### src/rtl/bfwm_pkg.sv
// Shared sizes, codes and request types of the bounded FIFO window mean unit.
package bfwm_pkg;

  localparam int WINDOW_DEPTH = 5;

  localparam int TAG_W  = 11;
  localparam int YEAR_W = 12;
  localparam int STAT_W = 2;
  localparam int FILL_W = 3;

  localparam int PTR_W   = (WINDOW_DEPTH > 1) ? $clog2(WINDOW_DEPTH) : 1;
  localparam int COUNT_W = $clog2(WINDOW_DEPTH + 1);
  localparam int IDX_W   = COUNT_W + 1;
  localparam int SUM_W   = YEAR_W + COUNT_W;
  localparam int STEP_W  = $clog2(SUM_W + 1);

  localparam int IN_DATA_W  = 24;
  localparam int OUT_DATA_W = 40;

  localparam logic [STAT_W-1:0] ST_INSERTED = 2'd0;
  localparam logic [STAT_W-1:0] ST_REMOVED  = 2'd1;
  localparam logic [STAT_W-1:0] ST_EMPTY    = 2'd2;

  localparam logic ACT_INSERT = 1'b0;
  localparam logic ACT_REMOVE = 1'b1;

  typedef struct packed {
    logic               we;
    logic [PTR_W-1:0]   addr;
    logic [TAG_W-1:0]   tag;
    logic [YEAR_W-1:0]  year;
  } store_wr_t;

  typedef struct packed {
    logic               start;
    logic [SUM_W-1:0]   dividend;
    logic [COUNT_W-1:0] divisor;
  } div_req_t;

endpackage

### src/rtl/bfwm_store.sv
// Slot memory holding the tag and year of each FIFO entry.
module bfwm_store
  import bfwm_pkg::*;
(
  input  logic              clk,
  input  store_wr_t         wr,
  input  logic [PTR_W-1:0]  rd_addr,
  output logic [TAG_W-1:0]  rd_tag,
  output logic [YEAR_W-1:0] rd_year
);

  logic [TAG_W-1:0]  tag_mem  [WINDOW_DEPTH];
  logic [YEAR_W-1:0] year_mem [WINDOW_DEPTH];

  always_ff @(posedge clk) begin
    if (wr.we) begin
      tag_mem[wr.addr]  <= wr.tag;
      year_mem[wr.addr] <= wr.year;
    end
  end

  always_ff @(posedge clk) begin
    rd_tag  <= tag_mem[rd_addr];
    rd_year <= year_mem[rd_addr];
  end

endmodule

### src/rtl/bfwm_divider.sv
// Restoring divider that takes one quotient bit per cycle.
module bfwm_divider
  import bfwm_pkg::*;
(
  input  logic             clk,
  input  logic             rst_n,
  input  div_req_t         req,
  output logic             done,
  output logic [SUM_W-1:0] quotient
);

  logic               busy_r;
  logic               done_r;
  logic [STEP_W-1:0]  step_r;
  logic [SUM_W-1:0]   quo_r;
  logic [COUNT_W-1:0] rem_r;
  logic [COUNT_W-1:0] dvs_r;

  logic [COUNT_W:0]   rem_shift;
  logic [COUNT_W:0]   rem_diff;
  logic               fits;
  logic [COUNT_W-1:0] rem_nxt;

  localparam logic [STEP_W-1:0] LAST_STEP = STEP_W'(SUM_W - 1);

  assign rem_shift = {rem_r, quo_r[SUM_W-1]};
  assign fits      = rem_shift >= {1'b0, dvs_r};
  assign rem_diff  = rem_shift - {1'b0, dvs_r};
  assign rem_nxt   = fits ? rem_diff[COUNT_W-1:0] : rem_shift[COUNT_W-1:0];

  always_ff @(posedge clk) begin
    if (!rst_n) begin
      busy_r <= 1'b0;
      done_r <= 1'b0;
      step_r <= '0;
    end else begin
      done_r <= 1'b0;
      if (req.start) begin
        busy_r <= 1'b1;
        step_r <= '0;
      end else if (busy_r) begin
        step_r <= step_r + 1'b1;
        if (step_r == LAST_STEP) begin
          busy_r <= 1'b0;
          done_r <= 1'b1;
        end
      end
    end
  end

  always_ff @(posedge clk) begin
    if (req.start) begin
      quo_r <= req.dividend;
      rem_r <= '0;
      dvs_r <= req.divisor;
    end else if (busy_r) begin
      quo_r <= {quo_r[SUM_W-2:0], fits};
      rem_r <= rem_nxt;
    end
  end

  assign done     = done_r;
  assign quotient = quo_r;

endmodule

### src/rtl/bounded_fifo_window_mean_unit.sv
// Top level of the bounded FIFO window mean unit: sequencer, entry state and output register.
//
//   channel  direction  tdata                                 tuser
//   in_      slave      item_tag, year_value                  action
//   out_     master     mean_year, popped_tag, popped_year,   status
//                       fill_count
//
// A request is taken only while the sequencer is idle. An insert first pops the oldest entry when
// the store is full, then writes the slot and waits for the SUM_W steps of the bit-serial divider.
// A remove reads the slot and then loads the output; a refused remove loads the output directly.
// Reset clears the pointer, count, sum and handshake state; slots are not cleared.
// A stalled result waits in the output register; the sequencer holds until it is free.
module bounded_fifo_window_mean_unit
  import bfwm_pkg::*;
(
  input  logic                  clk,
  input  logic                  rst_n,
  input  logic                  in_tvalid,
  output logic                  in_tready,
  input  logic [IN_DATA_W-1:0]  in_tdata,   // item_tag[10:0], year_value[22:11], zero pad
  input  logic [0:0]            in_tuser,   // action[0]
  output logic                  out_tvalid,
  input  logic                  out_tready,
  output logic [OUT_DATA_W-1:0] out_tdata,  // mean_year, popped_tag, popped_year, fill_count, pad
  output logic [STAT_W-1:0]     out_tuser   // status[1:0]
);

  localparam logic [2:0] S_IDLE = 3'd0;
  localparam logic [2:0] S_POP  = 3'd1;
  localparam logic [2:0] S_WR   = 3'd2;
  localparam logic [2:0] S_DIV  = 3'd3;
  localparam logic [2:0] S_OUT  = 3'd4;

  localparam logic [COUNT_W-1:0] CNT_FULL = COUNT_W'(WINDOW_DEPTH);
  localparam logic [IDX_W-1:0]   IDX_TOP  = IDX_W'(WINDOW_DEPTH);

  logic [2:0]         state_r, state_nxt;
  logic [PTR_W-1:0]   ptr_r, ptr_nxt;
  logic [COUNT_W-1:0] count_r, count_nxt;
  logic [SUM_W-1:0]   sum_r, sum_nxt;
  logic               act_r, act_nxt;
  logic [TAG_W-1:0]   tag_r, tag_nxt;
  logic [YEAR_W-1:0]  year_r, year_nxt;
  logic [STAT_W-1:0]  res_status_r, res_status_nxt;
  logic [YEAR_W-1:0]  res_mean_r, res_mean_nxt;
  logic [TAG_W-1:0]   res_ptag_r, res_ptag_nxt;
  logic [YEAR_W-1:0]  res_pyear_r, res_pyear_nxt;
  logic               out_valid_r, out_valid_nxt;
  logic [OUT_DATA_W-1:0] out_data_r, out_data_nxt;
  logic [STAT_W-1:0]  out_stat_r, out_stat_nxt;

  logic [TAG_W-1:0]   rd_tag;
  logic [YEAR_W-1:0]  rd_year;
  store_wr_t          wr;
  div_req_t           div_req;
  logic               div_done;
  logic [SUM_W-1:0]   div_quo;

  logic               in_acc;
  logic [IDX_W-1:0]   ptr_inc, wr_idx;
  logic [PTR_W-1:0]   ptr_wrap, wr_slot;
  logic [COUNT_W+FILL_W-1:0] fill_ext;

  assign in_acc = in_tvalid && in_tready;

  assign ptr_inc  = {{(IDX_W-PTR_W){1'b0}}, ptr_r} + 1'b1;
  assign ptr_wrap = (ptr_inc == IDX_TOP) ? '0 : ptr_inc[PTR_W-1:0];
  assign wr_idx   = {{(IDX_W-PTR_W){1'b0}}, ptr_r} + {1'b0, count_r};
  assign wr_slot  = (wr_idx >= IDX_TOP) ? PTR_W'(wr_idx - IDX_TOP) : wr_idx[PTR_W-1:0];
  assign fill_ext = {{FILL_W{1'b0}}, count_r};

  bfwm_store u_store (
    .clk     (clk),
    .wr      (wr),
    .rd_addr (ptr_r),
    .rd_tag  (rd_tag),
    .rd_year (rd_year)
  );

  bfwm_divider u_divider (
    .clk      (clk),
    .rst_n    (rst_n),
    .req      (div_req),
    .done     (div_done),
    .quotient (div_quo)
  );

  always_comb begin
    state_nxt      = state_r;
    ptr_nxt        = ptr_r;
    count_nxt      = count_r;
    sum_nxt        = sum_r;
    act_nxt        = act_r;
    tag_nxt        = tag_r;
    year_nxt       = year_r;
    res_status_nxt = res_status_r;
    res_mean_nxt   = res_mean_r;
    res_ptag_nxt   = res_ptag_r;
    res_pyear_nxt  = res_pyear_r;
    out_valid_nxt  = out_valid_r;
    out_data_nxt   = out_data_r;
    out_stat_nxt   = out_stat_r;
    wr             = '0;
    div_req        = '0;
    in_tready      = (state_r == S_IDLE);

    if (out_valid_r && out_tready) begin
      out_valid_nxt = 1'b0;
    end

    case (state_r)
      S_IDLE: begin
        if (in_acc) begin
          act_nxt  = in_tuser[0];
          tag_nxt  = in_tdata[TAG_W-1:0];
          year_nxt = in_tdata[TAG_W+YEAR_W-1:TAG_W];
          res_mean_nxt  = '0;
          res_ptag_nxt  = '0;
          res_pyear_nxt = '0;
          if (in_tuser[0] == ACT_INSERT) begin
            state_nxt = (count_r >= CNT_FULL) ? S_POP : S_WR;
          end else if (count_r == '0) begin
            res_status_nxt = ST_EMPTY;
            state_nxt      = S_OUT;
          end else begin
            state_nxt = S_POP;
          end
        end
      end
      S_POP: begin
        sum_nxt   = sum_r - {{(SUM_W-YEAR_W){1'b0}}, rd_year};
        ptr_nxt   = ptr_wrap;
        count_nxt = count_r - 1'b1;
        if (act_r == ACT_REMOVE) begin
          res_status_nxt = ST_REMOVED;
          res_ptag_nxt   = rd_tag;
          res_pyear_nxt  = rd_year;
          state_nxt      = S_OUT;
        end else begin
          state_nxt = S_WR;
        end
      end
      S_WR: begin
        wr.we            = 1'b1;
        wr.addr          = wr_slot;
        wr.tag           = tag_r;
        wr.year          = year_r;
        count_nxt        = count_r + 1'b1;
        sum_nxt          = sum_r + {{(SUM_W-YEAR_W){1'b0}}, year_r};
        div_req.start    = 1'b1;
        div_req.dividend = sum_nxt;
        div_req.divisor  = count_nxt;
        res_status_nxt   = ST_INSERTED;
        state_nxt        = S_DIV;
      end
      S_DIV: begin
        if (div_done) begin
          res_mean_nxt = div_quo[YEAR_W-1:0];
          state_nxt    = S_OUT;
        end
      end
      S_OUT: begin
        if (!out_valid_r || out_tready) begin
          out_valid_nxt = 1'b1;
          out_stat_nxt  = res_status_r;
          out_data_nxt  = {{(OUT_DATA_W-2*YEAR_W-TAG_W-FILL_W){1'b0}},
                           fill_ext[FILL_W-1:0], res_pyear_r, res_ptag_r, res_mean_r};
          state_nxt     = S_IDLE;
        end
      end
      default: begin
        state_nxt = S_IDLE;
      end
    endcase
  end

  always_ff @(posedge clk) begin
    if (!rst_n) begin
      state_r     <= S_IDLE;
      ptr_r       <= '0;
      count_r     <= '0;
      sum_r       <= '0;
      out_valid_r <= 1'b0;
    end else begin
      state_r     <= state_nxt;
      ptr_r       <= ptr_nxt;
      count_r     <= count_nxt;
      sum_r       <= sum_nxt;
      out_valid_r <= out_valid_nxt;
    end
  end

  always_ff @(posedge clk) begin
    act_r        <= act_nxt;
    tag_r        <= tag_nxt;
    year_r       <= year_nxt;
    res_status_r <= res_status_nxt;
    res_mean_r   <= res_mean_nxt;
    res_ptag_r   <= res_ptag_nxt;
    res_pyear_r  <= res_pyear_nxt;
    out_data_r   <= out_data_nxt;
    out_stat_r   <= out_stat_nxt;
  end

  assign out_tvalid = out_valid_r;
  assign out_tdata  = out_data_r;
  assign out_tuser  = out_stat_r;

endmodule

### config.mk
export PLATFORM = sky130hd
export DESIGN_NAME = bounded_fifo_window_mean_unit
export DESIGN_NICKNAME = d
export VERILOG_FILES = /design/src/rtl/bfwm_pkg.sv /design/src/rtl/bfwm_store.sv /design/src/rtl/bfwm_divider.sv /design/src/rtl/bounded_fifo_window_mean_unit.sv
export SDC_FILE = /design/constraint.sdc
export NUM_CORES = 1
export LEC_CHECK = 0
export BUFFER_PORTS_ARGS = -buffer_cell sky130_fd_sc_hd__buf_4
export CAP_MARGIN = 40
export CORE_MARGIN = 2
export CORE_UTILIZATION = 50
export DETAILED_ROUTE_END_ITERATION = 7
export PLACE_DENSITY_LB_ADDON = 0.2
export REMOVE_ABC_BUFFERS = 1
export SLEW_MARGIN = 0
export SYNTH_ARGS = -nofsm -noshare
export SYNTH_HDL_FRONTEND = slang
export SYNTH_SLANG_ARGS = --single-unit
### constraint.sdc
create_clock -name clk -period 10.4 [get_ports clk]
set_input_delay 2.08 -clock clk [delete_from_list [all_inputs] [get_ports clk]]
set_output_delay 2.08 -clock clk [all_outputs]
set_load 0.1 [all_outputs]
After elaboration in Yosys (flattened, before gate mapping)
Memories as Yosys holds them, arrays and structs flattened. A register that Yosys moved wholly into a read port is not among the register bits.
Index checks and enable logic that the tools add are counted.
{"block": "classes", "n_addsub": 9, "magnitude_cmp": 3, "eq_ne": 12, "n_mux": 39, "bitwise_logic": 2, "n_reduce_logical": 19}
{"op": "$pmux 12 s2", "n": 2}
{"op": "$mux 12", "n": 3}
{"op": "$mux 15", "n": 2}
{"op": "$pmux 15 s2", "n": 1}
{"op": "$mux 27", "n": 1}
{"op": "$mux 3", "n": 9}
{"op": "$mux 11", "n": 2}
{"op": "$pmux 11 s2", "n": 1}
{"op": "$mux 19", "n": 1}
{"op": "$add 15x12->15", "n": 1}
{"op": "$pmux 3 s5", "n": 1}
{"op": "$sub 15x12->15", "n": 1}
{"op": "$mux 2", "n": 5}
{"op": "$mux 1", "n": 9}
{"op": "$reduce_and 3->1", "n": 3}
{"op": "$ne 2x1->1 const B", "n": 4}
{"op": "$reduce_bool 2->1", "n": 4}
{"op": "$eq 3x2->1 const B", "n": 2}
{"op": "$logic_not 3->1", "n": 2}
{"op": "$pmux 2 s3", "n": 1}
{"op": "$pmux 3 s2", "n": 1}
{"op": "$reduce_and 5->1", "n": 1}
{"op": "$add 3x1->4 const B", "n": 1}
{"op": "$add 3x3->4", "n": 1}
{"op": "other kinds (21)", "n": 25}
{"block": "totals", "register_bits": 153, "mem_bits_rw": 115, "input_bits": 29, "output_inout_bits": 44, "wordCells": 106, "mem_count": 2}
{"memory": "u_store.year_mem", "depth": 5, "width": 12, "rd": 1, "rd_clocked_by_memory_dff": 1, "write_ports": 1, "line_no": "bfwm_store.sv:13", "text": "logic [YEAR_W-1:0] year_mem [WINDOW_DEPTH];"}
{"memory": "u_store.tag_mem", "depth": 5, "width": 11, "rd": 1, "rd_clocked_by_memory_dff": 1, "write_ports": 1, "line_no": "bfwm_store.sv:12", "text": "logic [TAG_W-1:0] tag_mem [WINDOW_DEPTH];"}

Longest topological paths before layout
Gate-level depths: netlist (run 1).
{"block": "depth", "depth_word": 6, "ltp_mapped": 11, "mapped_depth_nobuf": 11}

Hierarchy
From an unflattened synthesis (run 1), not the netlist that was laid out.
{"block": "hier_totals", "cells_unflattened": 899, "area_unflattened_um2": 12514.5}
{"module": "bounded_fifo_window_mean_unit", "instances": 1, "cells_per_inst": 527, "area_per_inst_um2": 6090.8, "seq_area_each_um2": 3533.4}
{"module": "bfwm_store", "instances": 1, "cells_per_inst": 278, "area_per_inst_um2": 5187.5, "seq_area_each_um2": 3913.8}
{"module": "bfwm_divider", "instances": 1, "cells_per_inst": 94, "area_per_inst_um2": 1236.2, "seq_area_each_um2": 720.7}

Worst setup path before layout (run 1)
OpenSTA, ideal clock, no wires.
{"block": "synth_path", "path_kind": "register -> output", "start": "reg state_r[0]", "end": "out in_tready", "arrival_ns": 2.651, "t_required_ns": 8.320, "path_slack_ns": 5.669, "path_stages_with_launch": 3, "path_buffers": 1, "cell_sequence": "dfxtp_1 -> buf_2 -> nor3_1"}
{"block": "synth_via", "elab_chain_len": 1}
{"element": "start: declaration", "line_no": "bounded_fifo_window_mean_unit.sv:37", "text": "logic [2:0] state_r, state_nxt;"}
{"element": "start signal: assignment", "line_no": "bounded_fifo_window_mean_unit.sv:185", "text": "state_r <= state_nxt;"}
{"element": "$logic_not 3->1", "line_no": "bounded_fifo_window_mean_unit.sv:105", "text": "in_tready = (state_r == S_IDLE);"}
{"element": "end: declaration", "line_no": "bounded_fifo_window_mean_unit.sv:19", "text": "output logic in_tready,"}
Every way passes these cells.

Final worst setup path (run 1)
{"block": "layout_path", "start": "reg ptr_r[0]", "end": "mem u_store.year_mem[2][4], enable pin"}
{"block": "layout_via", "elab_chain_len": 4, "word_cells_on_any_way": 5, "classes_between": "2 x add/sub; 1 x order compare; 2 x mux"}
{"element": "start: declaration", "line_no": "bounded_fifo_window_mean_unit.sv:38", "text": "logic [PTR_W-1:0] ptr_r, ptr_nxt;"}
{"element": "start signal: assignment", "line_no": "bounded_fifo_window_mean_unit.sv:186", "text": "ptr_r <= ptr_nxt;"}
{"element": "$add 3x3->4 (*)", "line_no": "bounded_fifo_window_mean_unit.sv:68", "text": "assign wr_idx = {{(IDX_W-PTR_W){1'b0}}, ptr_r} + {1'b0, count_r};"}
{"element": "$ge 4x3->1 / $sub 3x3->3 (equally long branches)", "line_no": "bounded_fifo_window_mean_unit.sv:69", "text": "assign wr_slot = (wr_idx >= IDX_TOP) ? PTR_W'(wr_idx - IDX_TOP) : wr_idx[PTR_W-1:0];"}
{"element": "$mux 3 (*)", "line_no": "bounded_fifo_window_mean_unit.sv:69"}
{"element": "$mux 27 (*)", "line_no": "bounded_fifo_window_mean_unit.sv:111", "text": "case (state_r)"}
{"element": "end: declaration", "line_no": "bfwm_store.sv:13"}
Every way passes the cells marked *; elsewhere a longest branch is shown, timed or not.

==> results.py, run 1 <==
metrics = {
    "synthesis": {
        "synthMuxAreaShare": 0.0695,
        "yosys-top-cells-count": "edfxtp_1 (234), dfxtp_1 (57), nand2_1 (55)",
        "async_flop_share": 0,
        "ys_seq_area_frac": 0.678,
        "synth_compound_area_frac": 0.0665,
        "yosys_warnings": 0,
        "netlist.area_leader.share": 0.583,
        "syn_avg_cell_area_um2": 14.6,
        "synth-seq-cells": 291,
        "synth-edff-count": 234,
        "synth.most_common_cell": "edfxtp_1",
        "synth-simple-area-share": 0.0875,
        "synth-main-ff-cell": "edfxtp_1",
        "yosysTopAreaCell": "edfxtp_1",
        "syn_inst": 824,
        "synthXorXnorAreaFrac": 0.0233,
        "synth_fa_ha_area_frac": 0.0482,
        "syn_area_mm2": 0.0120,
        "synth.distinct_cells": 60,
        "synth_top_family_by_area": "simple AND/OR/NAND/NOR gates",
        "synthTopCellsByArea": "edfxtp_1 (58%), dfxtp_1 (9.5%), mux4_2 (4.3%)",
    },
    "global_routing": {
        "grt.total_usage": 0.173,
        "grt_pass1_vias": 6567,
        "antenna_found_initial": 0,
        "grt_pass1_wl_um": 34900,
        "grt_max_degree": 54,
        "grt_overflow": 0,
    },
    "floorplanning": {
        "rows": 56,
        "dieWidth_um": 159,
        "coreArea_mm2": 0.0235,
        "die_area_mm2": 0.0254,
        "die_y_um": 159,
        "initial_core_util": 0.512,
        "ios": 73,
    },
    "placement": {
        "pre_cts_ws_ns": 6.16,
        "gp_congestion": 0.798,
        "portBuffers": 69,
        "dp.final_hpwl_um": 13700,
    },
    "clocking": {
        "clkSinkCount": 291,
        "insertion_delay_ns": 0.57,
        "cts_buffer_depth": 3,
        "cts_hold_buf": 0,
        "cts_buffers": 30,
        "clk_pin_slew_worst_paths_ns": 0.06,
        "post-cts-setup-buffer-count": 0,
        "cts_tree": "done",
        "root_buffer": "clkbuf_16",
        "cts-resized-gates": 0,
        "htreeDepth": 1,
    },
    "routing": {
        "vias": 6492,
        "drc_errors": 0,
        "wl_per_cell_um": 17.4,
        "vias_per_cell": 5.21,
        "wirelength_um": 21700,
        "dr.pass1.iters": 5,
        "drtIter0Drc": 488,
        "ant_nets": 0,
    },
    "sta": {
        "setup_tns_ns": 0,
        "fin_crit_sh": 0.407,
        "max_slew_margin": 0.470,
        "rsz0062_at_grt": "false",
        "hold_viol": 0,
        "slew_violations": 0,
        "fin_crit_ns": 4.23,
        "worst_pin_slew_ns": 0.795,
        "setup_slack_ns": 6.17,
        "max_freq_mhz": 236,
        "finalSetupViolations": 0,
        "fin_skew_ns": 0.0118,
    },
    "critical_path": {
        "worst_ep_arrival_time_ns": 4.51,
        "crit_type": "reg2reg",
        "critPathLaunchType": "register",
        "required_ns": 10.68,
        "cp_max_fo": 29,
        "worstSetupEndpointType": "register",
    },
    "final_layout": {
        "drive_gt1_frac": 0.226,
        "num-nets-final": 977,
        "area_delta_synth_final_pct": 16.7,
        "diodes": 0,
        "fillers": 1870,
    },
    "run": {
        "cap_viol_max_count": 0,
    },
    "min_path": {
        "hold_path_class": "reg2reg",
    },
    "power_and_ir_drop": {
        "finalPower_mw": 4.55,
        "power_density_mw_per_mm2": 324,
        "leakage_nw": 5.30,
        "ir_worst_vdd_uv": 173,
    },
    "run_status": {
        "status": "completed",
    },
}
## path summary, 6_finish.rpt
| kind | startpoint | endpoint | slack, ns | depth (start not counted) |
|---|---|---|---|---|
| setup reg to reg | ptr_r[0] | u_store.year_mem[2][4] | 6.17 | 13 |
| hold reg to reg | res_pyear_r[11] | out_tdata[34] | 0.42 | 0 |
| setup / recovery | ptr_r[0] | u_store.year_mem[2][4] | 6.17 | 13 |
| hold / removal | res_pyear_r[11] | out_tdata[34] | 0.42 | 0 |
## kinds of logic after synthesis
| group | count (synthesis) |
|---|---|
| buffers and inverters | 73 |
| and+or+nand+nor | 213 |
| adders and majority gates | 44 |
| AOI/OAI and AO/OA | 118 |
| xor gates and xnor gates | 32 |
| other | 1 |
| muxes | 52 |
| DFF | 291 |
## registers in the layout, indices dropped and copies added, names as in the netlist, 3 cells and up
signal,count
u_divider.dvs_r,3
u_divider.rem_r,3
ptr_r,3
u_store.rd_year,12
year_r,12
res_pyear_r,12
u_divider.step_r,4
count_r,3
res_mean_r,12
sum_r,15
u_store.tag_mem,55
state_r,3
res_ptag_r,11
u_store.year_mem,60
u_divider.quotient,15
out_tdata,38
tag_r,11
u_store.rd_tag,11
## power breakdown
group          switching (mW)  total, mW  internal (mW)
clock network           0.447       1.13          0.682
logic                    1.04       1.60          0.562
registers               0.138       1.82           1.69
## metal layers
layer  wire length (µm)  share of wire  up-vias  global-route usage
met5                  0              0        -                   0
met4                495          0.023        0              0.0442
met3                853          0.039       32              0.0255
met2              10500           0.48      129               0.298
met1               9840           0.45     3140               0.233
li1                   -              -     3191                   -
## critical path, stage by stage, from the launching register on
cell and delay, ns:
dfxtp_2 0.31, buf_4 0.46, ha_1 0.28, fa_1 0.47, inv_1 0.15, ha_1 0.18
nor2b_1 0.17, o21ai_1 0.08, a211oi_2 0.55, nor2_1 0.11, xnor2_1 0.24, nand2_1 0.23
a21oi_4 0.48, buf_16 0.21
## cell usage in the layout, fill, tap and decap left out, drive strengths merged, types with 23 or more instances in the layout
cell type,count
dfxtp,57
and2,39
inv,38
buf,83
clkbuf,40
nor2,51
ha,40
mux4,23
a21oi,32
edfxtp,234
o21ai,27
mux2,23
nand2,56
## metrics by stage
| stage | std cells | instance area [µm²] | hold slack (ns) | utilization |
|---|---|---|---|---|
| after floorplan | 789 | 11900 | 0.400 | - |
| after global placement | 1187 | 12900 | 0.403 | 0.548 |
| after detailed placement | 1191 | 13000 | 0.405 | 0.552 |
| after CTS | 1247 | 14100 | 0.419 | 0.598 |
| after global routing | 1247 | 14100 | 0.420 | 0.598 |
| final | 1247 | 14100 | 0.417 | 0.598 |
## final cells by class
cell class,instances,area (µm²),share of cell area
timing repair buffer,83,679,0.0483
multi-input combinational,461,3600,0.256
clock inverter,16,216,0.0154
clock buffer,40,858,0.0610
inverter,37,139,0.00987
tap,319,399,0.0284
sequential,291,8170,0.581
Note: power is estimated with default switching activity, not from simulation.
==> run 2: changes to the inputs <==
Clock period 10.4 ns to 3.6 ns, I/O delays scaled along.
==> run 2 against run 1 <==
Compared with the run above:
- critical path depth fell by 1
- worst setup slack got worse by 5.8 ns
- fmax rose by 30%
- wire length fell by 1.2%
- clock power rose to 2.8 times the previous value
==> results.py, run 2 (synthesis results as in run 1) <==
metrics = {
    "run_status": {
        "status": "completed",
    },
    "routing": {
        "route.met3.wl_um": 746,
        "routed-wl-met2_um": 9880,
        "vias_per_cell": 5.13,
        "vias": 6438,
        "top_layer_used": "met4",
        "drtIter0Drc": 294,
        "wl_per_cell_um": 17.1,
        "wirelength_um": 21400,
        "ant_nets": 0,
        "drc_errors": 0,
        "met1_length_um": 10400,
        "dr.pass1.iters": 4,
    },
    "sta": {
        "finalSetupViolations": 0,
        "slew_violations": 0,
        "fin_hold_ws_ns": 0.347,
        "fin_skew_ns": 0.0142,
        "max_slew_margin": 0.586,
        "hold_viol": 0,
        "fin_crit_ns": 3.25,
        "max_freq_mhz": 307,
        "worst_pin_slew_ns": 0.620,
        "setup_slack_ns": 0.346,
        "setup_tns_ns": 0,
        "fin_crit_sh": 0.904,
        "rsz0062_at_grt": "false",
    },
    "min_path": {
        "hold_end": "tag_r[1]",
        "min-delay-start": "in_tdata[1]",
        "holdPathStages": 1,
        "hold_path_class": "in2reg",
    },
    "global_routing": {
        "grt_max_degree": 40,
        "grt_overflow": 0,
        "grt_pass1_vias": 6394,
        "grt_pass1_wl_um": 34400,
        "antenna_found_initial": 0,
        "grt.total_usage": 0.171,
    },
    "final_layout": {
        "diodes": 0,
        "drive_gt1_frac": 0.227,
        "final_common_cell": "edfxtp_1",
        "num-nets-final": 984,
        "regMostFlops": "u_store.year_mem",
        "utilization": 0.597,
        "largest_reg_flops": 60,
        "area_delta_synth_final_pct": 16.6,
        "final_cell_mix": "edfxtp_1 (234), buf_4 (87), dfxtp_1 (56)",
        "fillers": 1863,
        "final_cell_area_mm2": 0.0141,
        "instances_no_fill": 1254,
    },
    "floorplanning": {
        "die_y_um": 159,
        "ios": 73,
        "coreArea_mm2": 0.0235,
        "die_area_mm2": 0.0254,
        "dieWidth_um": 159,
        "rows": 56,
        "initial_core_util": 0.512,
    },
    "placement": {
        "gp_congestion": 0.816,
        "dp.final_hpwl_um": 13900,
        "pre_cts_ws_ns": 0.348,
        "portBuffers": 69,
        "post_dp_cell_area_mm2": 0.0130,
        "dp_cells": 1198,
    },
    "critical_path": {
        "rrSetupSlack_ns": 0.35,
        "worstPathCellList": "ha_1 > fa_1 > inv_1 > ha_1 > nor2b_1 > o21ai_1 > a211oi_2 > nor2_1 > xnor2_1 > nand2_1 > nor2_2 > buf_4",
        "cp_max_fo": 15,
        "r2r_end": "u_store.tag_mem[1][2]",
        "cpPeakStageDelay_ns": 0.47,
        "required_ns": 3.82,
        "rr_worst_depth": 12,
        "slowest_stage": "fa_1",
        "worst_ep_arrival_time_ns": 3.48,
        "critPathLaunchType": "register",
        "worstSetupEndpointType": "register",
        "timing.rr.start": "count_r[0]",
        "cpMostUsedCell": "ha_1",
        "crit_type": "reg2reg",
    },
    "power_and_ir_drop": {
        "finalPower_mw": 13.1,
        "ir_worst_vdd_uv": 415,
        "leakage_nw": 5.31,
        "power_density_mw_per_mm2": 929,
    },
    "clocking": {
        "insertion_delay_ns": 0.55,
        "cts_buffer_depth": 3,
        "clkSinkCount": 291,
        "cts-resized-gates": 0,
        "cts_hold_buf": 0,
        "cts_buffers": 30,
        "cts_tree": "done",
        "root_buffer": "clkbuf_16",
        "post-cts-setup-buffer-count": 0,
        "clk_pin_slew_worst_paths_ns": 0.06,
        "htreeDepth": 1,
    },
    "run": {
        "cap_viol_max_count": 0,
    },
}
run 2: cell count changes in the layout (fill, tap and decap cells not counted), sizes merged:
| cell | before | now |
|---|---|---|
| bufinv | 4 | 3 |
| clkinvlp | 3 | 1 |
| inv | 38 | 39 |
| clkbuf | 40 | 42 |
| buf | 83 | 90 |
run 2: worst max path at each step:
stage                          start               endpoint  slack [ns]  cells after the start
after global routing      count_r[0]  u_store.tag_mem[1][8]        0.02                     12
after CTS                 count_r[0]  u_store.tag_mem[1][2]        0.30                     12
after floorplan             ptr_r[0]  u_store.tag_mem[4][0]       -1.68                     10
after detailed placement  count_r[0]  u_store.tag_mem[1][8]        0.35                     12
after global placement    count_r[0]  u_store.tag_mem[1][8]        0.39                     12
final                     count_r[0]  u_store.tag_mem[1][2]        0.35                     12
run 2: where the power goes:
| group | internal [mW] | total [mW] | switching, mW |
|---|---|---|---|
| combinational | 1.65 | 4.63 | 2.99 |
| sequential | 4.87 | 5.25 | 0.382 |
| clock | 1.93 | 3.17 | 1.24 |
run 2: metal layers:
metal,track usage,vias up
met5,0,-
met4,0.0508,0
met3,0.0234,34
met2,0.279,103
met1,0.241,3091
li1,-,3210
run 2: final cells by class:
| class | instances | area [µm²] | share of cell area |
|---|---|---|---|
| Clock buffer | 42 | 887 | 0.0631 |
| Sequential cell | 291 | 8170 | 0.581 |
| Clock inverter | 14 | 156 | 0.0111 |
| Inverter | 37 | 139 | 0.00988 |
| Tap cell | 319 | 399 | 0.0284 |
| Timing Repair Buffer | 90 | 713 | 0.0508 |
| Multi-Input combinational cell | 461 | 3590 | 0.255 |
run 2: critical path: cells and delay by family, from the launching register on:
| kind | cells | cell delay, ns |
|---|---|---|
| buffers and inverters | 2 | 0.40 |
| and+or+nand+nor | 4 | 0.62 |
| adders and majority gates | 3 | 0.87 |
| xor gates and xnor gates | 1 | 0.24 |
| DFF | 1 | 0.45 |
| AOI/OAI and AO/OA | 2 | 0.35 |
